## config.mk

```make
export PLATFORM = sky130hd
export DESIGN_NAME = hhfbp_result_queue
export DESIGN_NICKNAME = d
export VERILOG_FILES = /design/src/sv/hhfbp_pkg.sv /design/src/sv/hhfbp_result_queue.sv
export VERILOG_INCLUDE_DIRS = /design/src /design/src/sv
export SDC_FILE = /design/constraint.sdc
export NUM_CORES = 1
export LEC_CHECK = 0
export ABC_AREA = 1
export BUFFER_PORTS_ARGS = -buffer_cell sky130_fd_sc_hd__buf_2
export CELL_PAD_IN_SITES_DETAIL_PLACEMENT = 1
export CELL_PAD_IN_SITES_GLOBAL_PLACEMENT = 2
export CORE_ASPECT_RATIO = 1.5
export CORE_MARGIN = 1
export CORE_UTILIZATION = 40
export DETAILED_ROUTE_END_ITERATION = 16
export HOLD_SLACK_MARGIN = 0.02
export PLACE_DENSITY_LB_ADDON = 0.1
export REMOVE_ABC_BUFFERS = 1
export SLEW_MARGIN = 20
export SYNTH_ARGS = -nofsm -noshare
export SYNTH_HDL_FRONTEND = slang
export SYNTH_SLANG_ARGS = --single-unit
```

## constraint.sdc

```tcl
create_clock -name clock -period 7 [get_ports clock]
set_input_delay 0.35 -clock clock [delete_from_list [all_inputs] [get_ports clock]]
set_output_delay 0.35 -clock clock [all_outputs]
set_load 0.01 [all_outputs]
```

## src/sv/hybrid_huffman_fixed_bit_packer_core_macros.svh

```systemverilog
// Assertion macros shared by the bit packer modules.
`ifndef HYBRID_HUFFMAN_FIXED_BIT_PACKER_CORE_MACROS_SVH
`define HYBRID_HUFFMAN_FIXED_BIT_PACKER_CORE_MACROS_SVH

// Condition must hold at every edge outside reset.
`define HHFBP_ASSERT_ALWAYS(label, cond, msg) \
   label: assert property (@(posedge clock) disable iff (reset) (cond)) else $error(msg);

// Consequent must hold in the same cycle as the antecedent.
`define HHFBP_ASSERT_IMPLY(label, ante, cons, msg) \
   label: assert property (@(posedge clock) disable iff (reset) (ante) |-> (cons)) else $error(msg);

// Consequent must hold in the cycle after the antecedent.
`define HHFBP_ASSERT_NEXT(label, ante, cons, msg) \
   label: assert property (@(posedge clock) disable iff (reset) (ante) |=> (cons)) else $error(msg);

`endif

```

## src/sv/hhfbp_pkg.sv

```systemverilog
// Package with the types, constants and the bit packing function of the packer.
`default_nettype none
package hhfbp_pkg;

   localparam int SYMBOL_BITS     = 16;
   localparam int MAX_CODE_LEN    = 32;
   localparam int TableAddrWidth  = SYMBOL_BITS;
   localparam int CodeWidth       = 32;
   localparam int LenWidth        = 6;
   localparam int SymbolWidth     = 16;
   localparam int ByteWidth       = 8;
   localparam int PendWidth       = 7;
   localparam int PendCountWidth  = 3;
   localparam int MaxBytes        = 4;
   localparam int ByteCountWidth  = 3;
   localparam int AccWidth        = CodeWidth + PendWidth;
   localparam int EntryWidth      = 32;
   localparam int TotalWidth      = 40;
   localparam int CfgWidth        = 6;
   localparam int TableDataWidth  = CodeWidth + LenWidth;
   localparam int QueueDepth      = 4;
   localparam int QueuePtrWidth   = $clog2(QueueDepth);
   localparam int QueueCountWidth = $clog2(QueueDepth + 1);
   localparam int ResultIdxWidth  = 3;

   localparam logic [CfgWidth-1:0] FallbackReset = CfgWidth'(16);

   typedef enum logic [1:0] {
      OP_LOAD   = 2'd0,
      OP_ENCODE = 2'd1,
      OP_CLOSE  = 2'd2,
      OP_FLUSH  = 2'd3
   } opcode_type;

   typedef enum logic [1:0] {
      KIND_HI     = 2'd0,
      KIND_LO     = 2'd1,
      KIND_ENTRY  = 2'd2,
      KIND_TOTALS = 2'd3
   } kind_type;

   typedef struct packed {
      opcode_type             opcode;
      logic [SymbolWidth-1:0] symbol;
      logic [CodeWidth-1:0]   code;
      logic [LenWidth-1:0]    code_len;
      logic                   end_of_entry;
   } req_item_type;

   typedef struct packed {
      kind_type                kind;
      logic [ByteWidth-1:0]    out_byte;
      logic [EntryWidth-1:0]   entry_bits;
      logic [TotalWidth-1:0]   total_bits_hi;
      logic [TotalWidth-1:0]   total_bits_lo;
      logic                    last;
   } rsp_item_type;

   typedef struct packed {
      logic [CodeWidth-1:0] code;
      logic [LenWidth-1:0]  len;
   } table_entry_type;

   typedef struct packed {
      logic [ByteCountWidth-1:0]      nbytes;
      logic [MaxBytes-1:0]            byte_is_lo;
      logic [MaxBytes*ByteWidth-1:0]  bytes;
      logic                           tail_valid;
      logic                           tail_totals;
      logic [EntryWidth-1:0]          entry_bits;
      logic [TotalWidth-1:0]          total_hi;
      logic [TotalWidth-1:0]          total_lo;
   } bundle_type;

   typedef struct packed {
      logic [MaxBytes*ByteWidth-1:0] bytes;
      logic [ByteCountWidth-1:0]     nbytes;
      logic [PendWidth-1:0]          rem_bits;
      logic [PendCountWidth-1:0]     rem_cnt;
   } pack_result_type;

   // Appends len bits of value, most significant first, to the pending bits and
   // returns the completed bytes together with the new pending bits.
   function automatic pack_result_type pack_bits(
      input logic [CodeWidth-1:0]      value,
      input logic [LenWidth-1:0]       len,
      input logic [PendWidth-1:0]      pend_bits,
      input logic [PendCountWidth-1:0] pend_cnt
   );
      logic [CodeWidth-1:0] aligned;
      logic [CodeWidth-1:0] rev;
      logic [AccWidth-1:0]  acc;
      logic [LenWidth-1:0]  total;
      pack_result_type      res;
      aligned = value << (LenWidth'(CodeWidth) - len);
      for (int i = 0; i < CodeWidth; i++) begin
         rev[i] = aligned[CodeWidth-1-i];
      end
      acc          = (AccWidth'(rev) << pend_cnt) | AccWidth'(pend_bits);
      total        = LenWidth'(pend_cnt) + len;
      res.bytes    = acc[MaxBytes*ByteWidth-1:0];
      res.nbytes   = total[LenWidth-1:3];
      res.rem_cnt  = total[2:0];
      res.rem_bits = PendWidth'(acc >> {total[LenWidth-1:3], 3'b000});
      return res;
   endfunction

endpackage
`default_nettype wire

```

## src/sv/hhfbp_result_queue.sv

```systemverilog
// Result queue: holds per-item result bundles and sends them out one beat at a time.
`default_nettype none
`include "hybrid_huffman_fixed_bit_packer_core_macros.svh"
module hhfbp_result_queue (
   input  wire logic                    clock,
   input  wire logic                    reset,
   input  wire logic                    push,
   input  wire hhfbp_pkg::bundle_type   bundle,
   input  wire logic                    in_flight,
   output logic                         credit_full,
   output logic                         rsp_valid,
   input  wire logic                    rsp_stall,
   output hhfbp_pkg::rsp_item_type      rsp_item
);
   import hhfbp_pkg::*;

   bundle_type                  queue_ff [QueueDepth];
   logic [QueuePtrWidth-1:0]    wr_ptr_ff, wr_ptr_in, rd_ptr_ff, rd_ptr_in;
   logic [QueueCountWidth-1:0]  count_ff, count_in;
   logic [ResultIdxWidth-1:0]   idx_ff, idx_in;
   bundle_type                  head;
   logic [ResultIdxWidth-1:0]   nres;
   logic                        last;
   logic                        pop;
   logic [QueueCountWidth:0]    occupancy;

   always_comb begin
      head      = queue_ff[rd_ptr_ff];
      nres      = ResultIdxWidth'(head.nbytes) + ResultIdxWidth'(head.tail_valid);
      last      = (idx_ff == nres - ResultIdxWidth'(1));
      rsp_valid = (count_ff != '0);
      pop       = rsp_valid && !rsp_stall && last;
      occupancy = {1'b0, count_ff} + (QueueCountWidth + 1)'(in_flight);
      credit_full = (occupancy >= (QueueCountWidth + 1)'(QueueDepth));
   end

   always_comb begin
      rsp_item      = '0;
      rsp_item.last = last;
      if (idx_ff < ResultIdxWidth'(head.nbytes)) begin
         rsp_item.kind     = head.byte_is_lo[idx_ff[1:0]] ? KIND_LO : KIND_HI;
         rsp_item.out_byte = head.bytes[{idx_ff[1:0], 3'b000} +: ByteWidth];
      end else if (head.tail_totals) begin
         rsp_item.kind          = KIND_TOTALS;
         rsp_item.total_bits_hi = head.total_hi;
         rsp_item.total_bits_lo = head.total_lo;
      end else begin
         rsp_item.kind       = KIND_ENTRY;
         rsp_item.entry_bits = head.entry_bits;
      end
   end

   always_comb begin
      wr_ptr_in = wr_ptr_ff;
      rd_ptr_in = rd_ptr_ff;
      idx_in    = idx_ff;
      if (push) begin
         wr_ptr_in = (wr_ptr_ff == QueuePtrWidth'(QueueDepth - 1)) ? '0
                                                                   : wr_ptr_ff + 1'b1;
      end
      if (pop) begin
         rd_ptr_in = (rd_ptr_ff == QueuePtrWidth'(QueueDepth - 1)) ? '0
                                                                   : rd_ptr_ff + 1'b1;
      end
      if (rsp_valid && !rsp_stall) begin
         idx_in = last ? '0 : idx_ff + 1'b1;
      end
      count_in = count_ff + QueueCountWidth'(push) - QueueCountWidth'(pop);
   end

   always_ff @(posedge clock) begin
      if (reset) begin
         wr_ptr_ff <= '0;
         rd_ptr_ff <= '0;
         count_ff  <= '0;
         idx_ff    <= '0;
      end else begin
         wr_ptr_ff <= wr_ptr_in;
         rd_ptr_ff <= rd_ptr_in;
         count_ff  <= count_in;
         idx_ff    <= idx_in;
      end
   end

   always_ff @(posedge clock) begin
      if (push) begin
         queue_ff[wr_ptr_ff] <= bundle;
      end
   end

   `HHFBP_ASSERT_IMPLY(a_no_overflow, push, (count_ff < QueueCountWidth'(QueueDepth)) || pop, "result queue overflow")
   `HHFBP_ASSERT_IMPLY(a_push_nonempty, push, (bundle.nbytes != '0) || bundle.tail_valid, "empty bundle pushed")
   `HHFBP_ASSERT_IMPLY(a_idx_in_range, rsp_valid, idx_ff < nres, "result index beyond bundle")

endmodule
`default_nettype wire

```

* Word-level counts from Yosys, hierarchy flattened
Memory sizes are Yosys's and may differ from the RTL's. A register that Yosys moved wholly into a read port is not among the register bits. Cells that the tools add are included.
Cells by class: add/subtract/negate cells 8, magnitude comparators 3, equal/unequal tests 3, shift operators 1, multiplexer cells 16, reduce and logical (&&, ||, !) cells 4
Operator list (count):
- 112-bit two-way mux | 1
- 80-bit two-way mux | 1
- 32-bit two-way mux | 1
- 32-bit by 6-bit indexed part select with 8-bit output | 1
- 2-bit two-way mux | 5
- 8-bit two-way mux | 1
- 3-bit by 1-bit adder with 3-bit output | 2
- 1-bit two-way mux | 5
- 2-bit by 1-bit adder with 2-bit output, second input constant | 2
- 3-bit by 1-bit adder with 4-bit output | 1
- 2-bit equality test, second input constant | 2
- 4-bit by 3-bit >= comparator with 1-bit output, second input constant | 1
- 3-bit by 1-bit adder with 3-bit output, second input constant | 1
- 3-bit equality test | 1
- 2-bit by 3-bit less-than comparator with 1-bit output, second input constant | 1
- 3-bit less-than comparator | 1
- 3-bit two-way mux | 1
- 3-bit nonzero test | 1
- 3-bit by 1-bit subtractor with 3-bit output | 1
- 3-bit by 1-bit subtractor with 3-bit output, second input constant | 1
- 1-bit binary-select mux with 2-bit select | 1
- 1-bit logical AND | 2
- 1-bit zero test | 1
Storage, ports and cells: flip-flop bits (word level) 10, bits in writable memories 612, output and inout port bits 125, logic and storage cells 40, memories 1
Memory list:
- queue_ff | words 4, bits a word 153, rd ports 1, clocked after memory_dff 1, wr ports 1, line hhfbp_result_queue.sv:17 | bundle_type queue_ff [QueueDepth];

* Longest topological paths before layout
depth in word-level cells 6, mapped depth 22, mapped depth without buffers 20

* Worst setup path before layout
Ideal clock, no wire load.
kind reg2reg, from register wr_ptr_ff[0], to memory queue_ff[3][0] (netlist name), enable pin, library setup time 506 ps, arrival 3534 ps, path slack 2960 ps, stages on the path, launching flop included 4, cell sequence dfxtp_1 -> ha_1 -> nand2_1 -> inv_1
RTL lines:
- start: declaration | line hhfbp_result_queue.sv:18 | logic [QueuePtrWidth-1:0] wr_ptr_ff, wr_ptr_in, rd_ptr_ff, rd_ptr_in;
- start signal: assignment | line hhfbp_result_queue.sv:78 | wr_ptr_ff <= wr_ptr_in;
- end: declaration | line hhfbp_result_queue.sv:17
Straight into the memory's write port.

==> key figures <==
Synthesis
  • Yosys warning total: 0
  • Async S/R FF share, synth: 0%
  • Seq cells post-synth: 624
  • Unique masters post-synth: 35
  • Commonest cells post-synth: edfxtp_1 (612), nor2_1 (440), o21ai_0 (231)
  • Mean post-synth cell area: 12.8 um2
  • Area share of the largest cell type after synthesis: 73.7%
  • Post-synth EDFFs: 612
  • Area contributors post-synth: edfxtp_1 (74%), nor2_1 (6.6%), o21ai_0 (4.6%)
  • Syn Inst Count: 1946
  • Sequential fraction of the synthesis area: 74.7%
  • Synth area leader: edfxtp_1
  • Post-Syn Area: 24900 um2
  • Top FF cell, synth: edfxtp_1
  • Most common cell in the netlist: edfxtp_1

STA
  • Final Critical Period: 5.25 ns
  • Hold Violations, Final: 0
  • RSZ-0062 raised after global routing: false
  • Clock Skews: 0.0329 ns
  • Final setup violation count: 0
  • Max Slew Vio Count: 0
  • FMAX: 0.190 GHz
  • Slew @ Worst Pin: 1.14 ns
  • Max_slew headroom: 24.0%
  • Period utilization: 75.0%

Cells and area
  • Fillers: 6394
  • Post-Layout Cell Count: 3185
  • Share of layout cells above drive strength 1: 20.2%
  • Storage cell area: 18600 um2
  • Area of the multi-input gates: 5450 um2
  • Synthesis-to-layout area growth: 22.0%
  • Nets: 2518

Route
  • Total Wirelength: 68100 um
  • Wire per inst: 21.4 um
  • Via Count: 16300
  • Routed met1 length: 28500 um
  • Via/cell ratio: 5.12
  • Iteration-0 DRC Markers: 752
  • Met3 WL: 3080 um
  • Antenna-violating nets left: 0
  • DRC violations left: 0
  • Met2 wire len: 34900 um
  • DR top layer: met5
  • Drt first pass iters: 5

Placed design
  • PortBufs: 282
  • RePlAce Congestion: 0.743
  • Detail Placement HPWL: 38700 um
  • Cell count after placement: 2922

Global route
  • Total global routing overflow: 0
  • Largest net degree at the start of global routing: 137
  • Total GRT Usage: 21.6%
  • First-pass GRT wire length: 103000 um
  • Initial antenna violation count: 7
  • Vias in the first global route: 17400

Worst setup path
  • Reg2reg path depth: 17
  • CP required: 6.65 ns
  • R2r setup slk: 2.29 ns
  • CP Launch Type: flop
  • Worst EP arrival: 4.90 ns
  • Worst Setup Path Type: flop to primary output
  • CP Max Fanout: 87
  • Crit end category: primary output

Min path
  • Worst Hold Class: input pin to flop
  • Hold depth: 3

Clock network
  • H-tree depth: 2
  • Clk buf depth: 3
  • TritonCTS clock tree: done
  • Worst-path clk slew: 0.07 ns
  • Post-CTS setup buffers: 0
  • CTS Sinks: 624
  • Clock Latency Late Sink: 0.63 ns
  • Total CTS buffers: 59
  • Resized cells post-CTS: 0
  • Root buffer cell: clkbuf_16

Power
  • P_leak: 11.1 nW
  • IR drop worst, VDD: 0.230 mV
  • Pwr dens: 305 nW/um2
  • Total power: 9.29 mW

Run status
  • Status: finished clean

Die
  • Starting Density: 40.6%
  • Die height: 308 um
  • Die width: 206 um
  • Full die area: 63400 um2
  • Num ports: 283
  • Row cnt: 111
  • Core ar.: 61400 um2

Job
  • Max Cap Viol: 0
state kept, by name, summed over array words and instances (netlist names), named ones only:
name,flops
queue_ff,612
idx_ff,3
wr_ptr_ff,2
count_ff,3
rd_ptr_ff,2
critical path, stage by stage, from the launching register on:
cell	delay (ns)
dfxtp_4	0.75
buf_4	0.83
nand2_1	0.13
nand3_1	0.16
nand2_1	0.10
ha_1	0.31
a21oi_1	0.26
nand2_2	0.29
nand2_4	0.53
buf_4	0.55
a21oi_1	0.10
buf_2	0.17
final cells by class:
type,count,share of cell area (%)
diodes,1,0.00822
flip-flops and latches,624,61.2
well taps,791,3.25
multi-input cells,1140,17.9
repair buffers,457,10.2
clock buffers,75,5.12
inverters,64,0.896
clock inverters,33,1.37
layout by cell type, fill, tap and decap left out, types with 7 or more instances in the layout:
cell	n
ha_1	13
nand3_1	126
a21oi_2	79
a21oi_1	7
nand2_1	184
o21ai_0	231
edfxtp_1	612
bufinv_16	10
dfxtp_1	10
inv_1	57
buf_4	21
buf_2	282
clkbuf_16	60
clkinv_2	10
dlygate4sd3_1	154
o22ai_1	32
nor2_1	440
clkinv_1	12
clkbuf_1	15
logic make-up (layout without fill, tap and decap cells):
kind of cell | count (synthesis) | count (layout) | share of synthesized area [%]
buffers and inverters | 182 | 629 | 3.48
other | 0 | 1 | 0
adder cells (fa/ha/maj) | 14 | 14 | 0.733
XOR/XNOR | 5 | 5 | 0.176
flip-flops | 624 | 624 | 74.7
AO/OA/AOI/OAI | 358 | 358 | 8.67
AND/OR/NAND/NOR | 763 | 763 | 12.3
worst paths after layout:
check,to,start
hold reg to reg,flop,rd_ptr_ff[1]$_SDFFE_PP0N_
setup / recovery,rsp_item[1],flop
setup reg to reg,count_ff[2]$_SDFF_PP0_,flop
hold / removal,wr_ptr_ff[1]$_SDFFE_PP0P_,push
report_power, final:
part	total (mW)	leakage (nW)	switching, mW	internal (mW)
Clock	3.31	0.966	1.38	1.93
Combinational	1.65	4.40	1.14	0.510
Sequential	4.33	5.72	0.0529	4.28
per-layer routing:
layer | global-route usage, % | vias to the layer above
met4 | 5.69 | 12
met3 | 4.03 | 100
met5 | 0 | -
met1 | 26.8 | 8185
li1 | - | 7677
met2 | 38.3 | 334
repair_timing:
action / CTS / global route
hold buffers: 154 / 0
endpoints found under the hold margin: 616 / 0
setup endpoints to repair: 0 / 0
through the flow:
| step | setup TNS [ns] | util, % | hold WS, ns | area [um2] | setup WS, ns |
|---|---|---|---|---|---|
| after floorplan | -609.66 | - | 0.421 | 24300 | -4.99 |
| after global placement | 0 | 43.8 | 0.523 | 26900 | 2.34 |
| after detailed placement | 0 | 43.8 | 0.533 | 26900 | 2.23 |
| after CTS | 0 | 49.6 | 0.0346 | 30400 | 1.61 |
| after global routing | 0 | 49.6 | 0.0724 | 30400 | 1.41 |
| final | 0 | 49.6 | 0.0877 | 30400 | 1.75 |
Note: power is estimated with default switching activity, not from simulation.
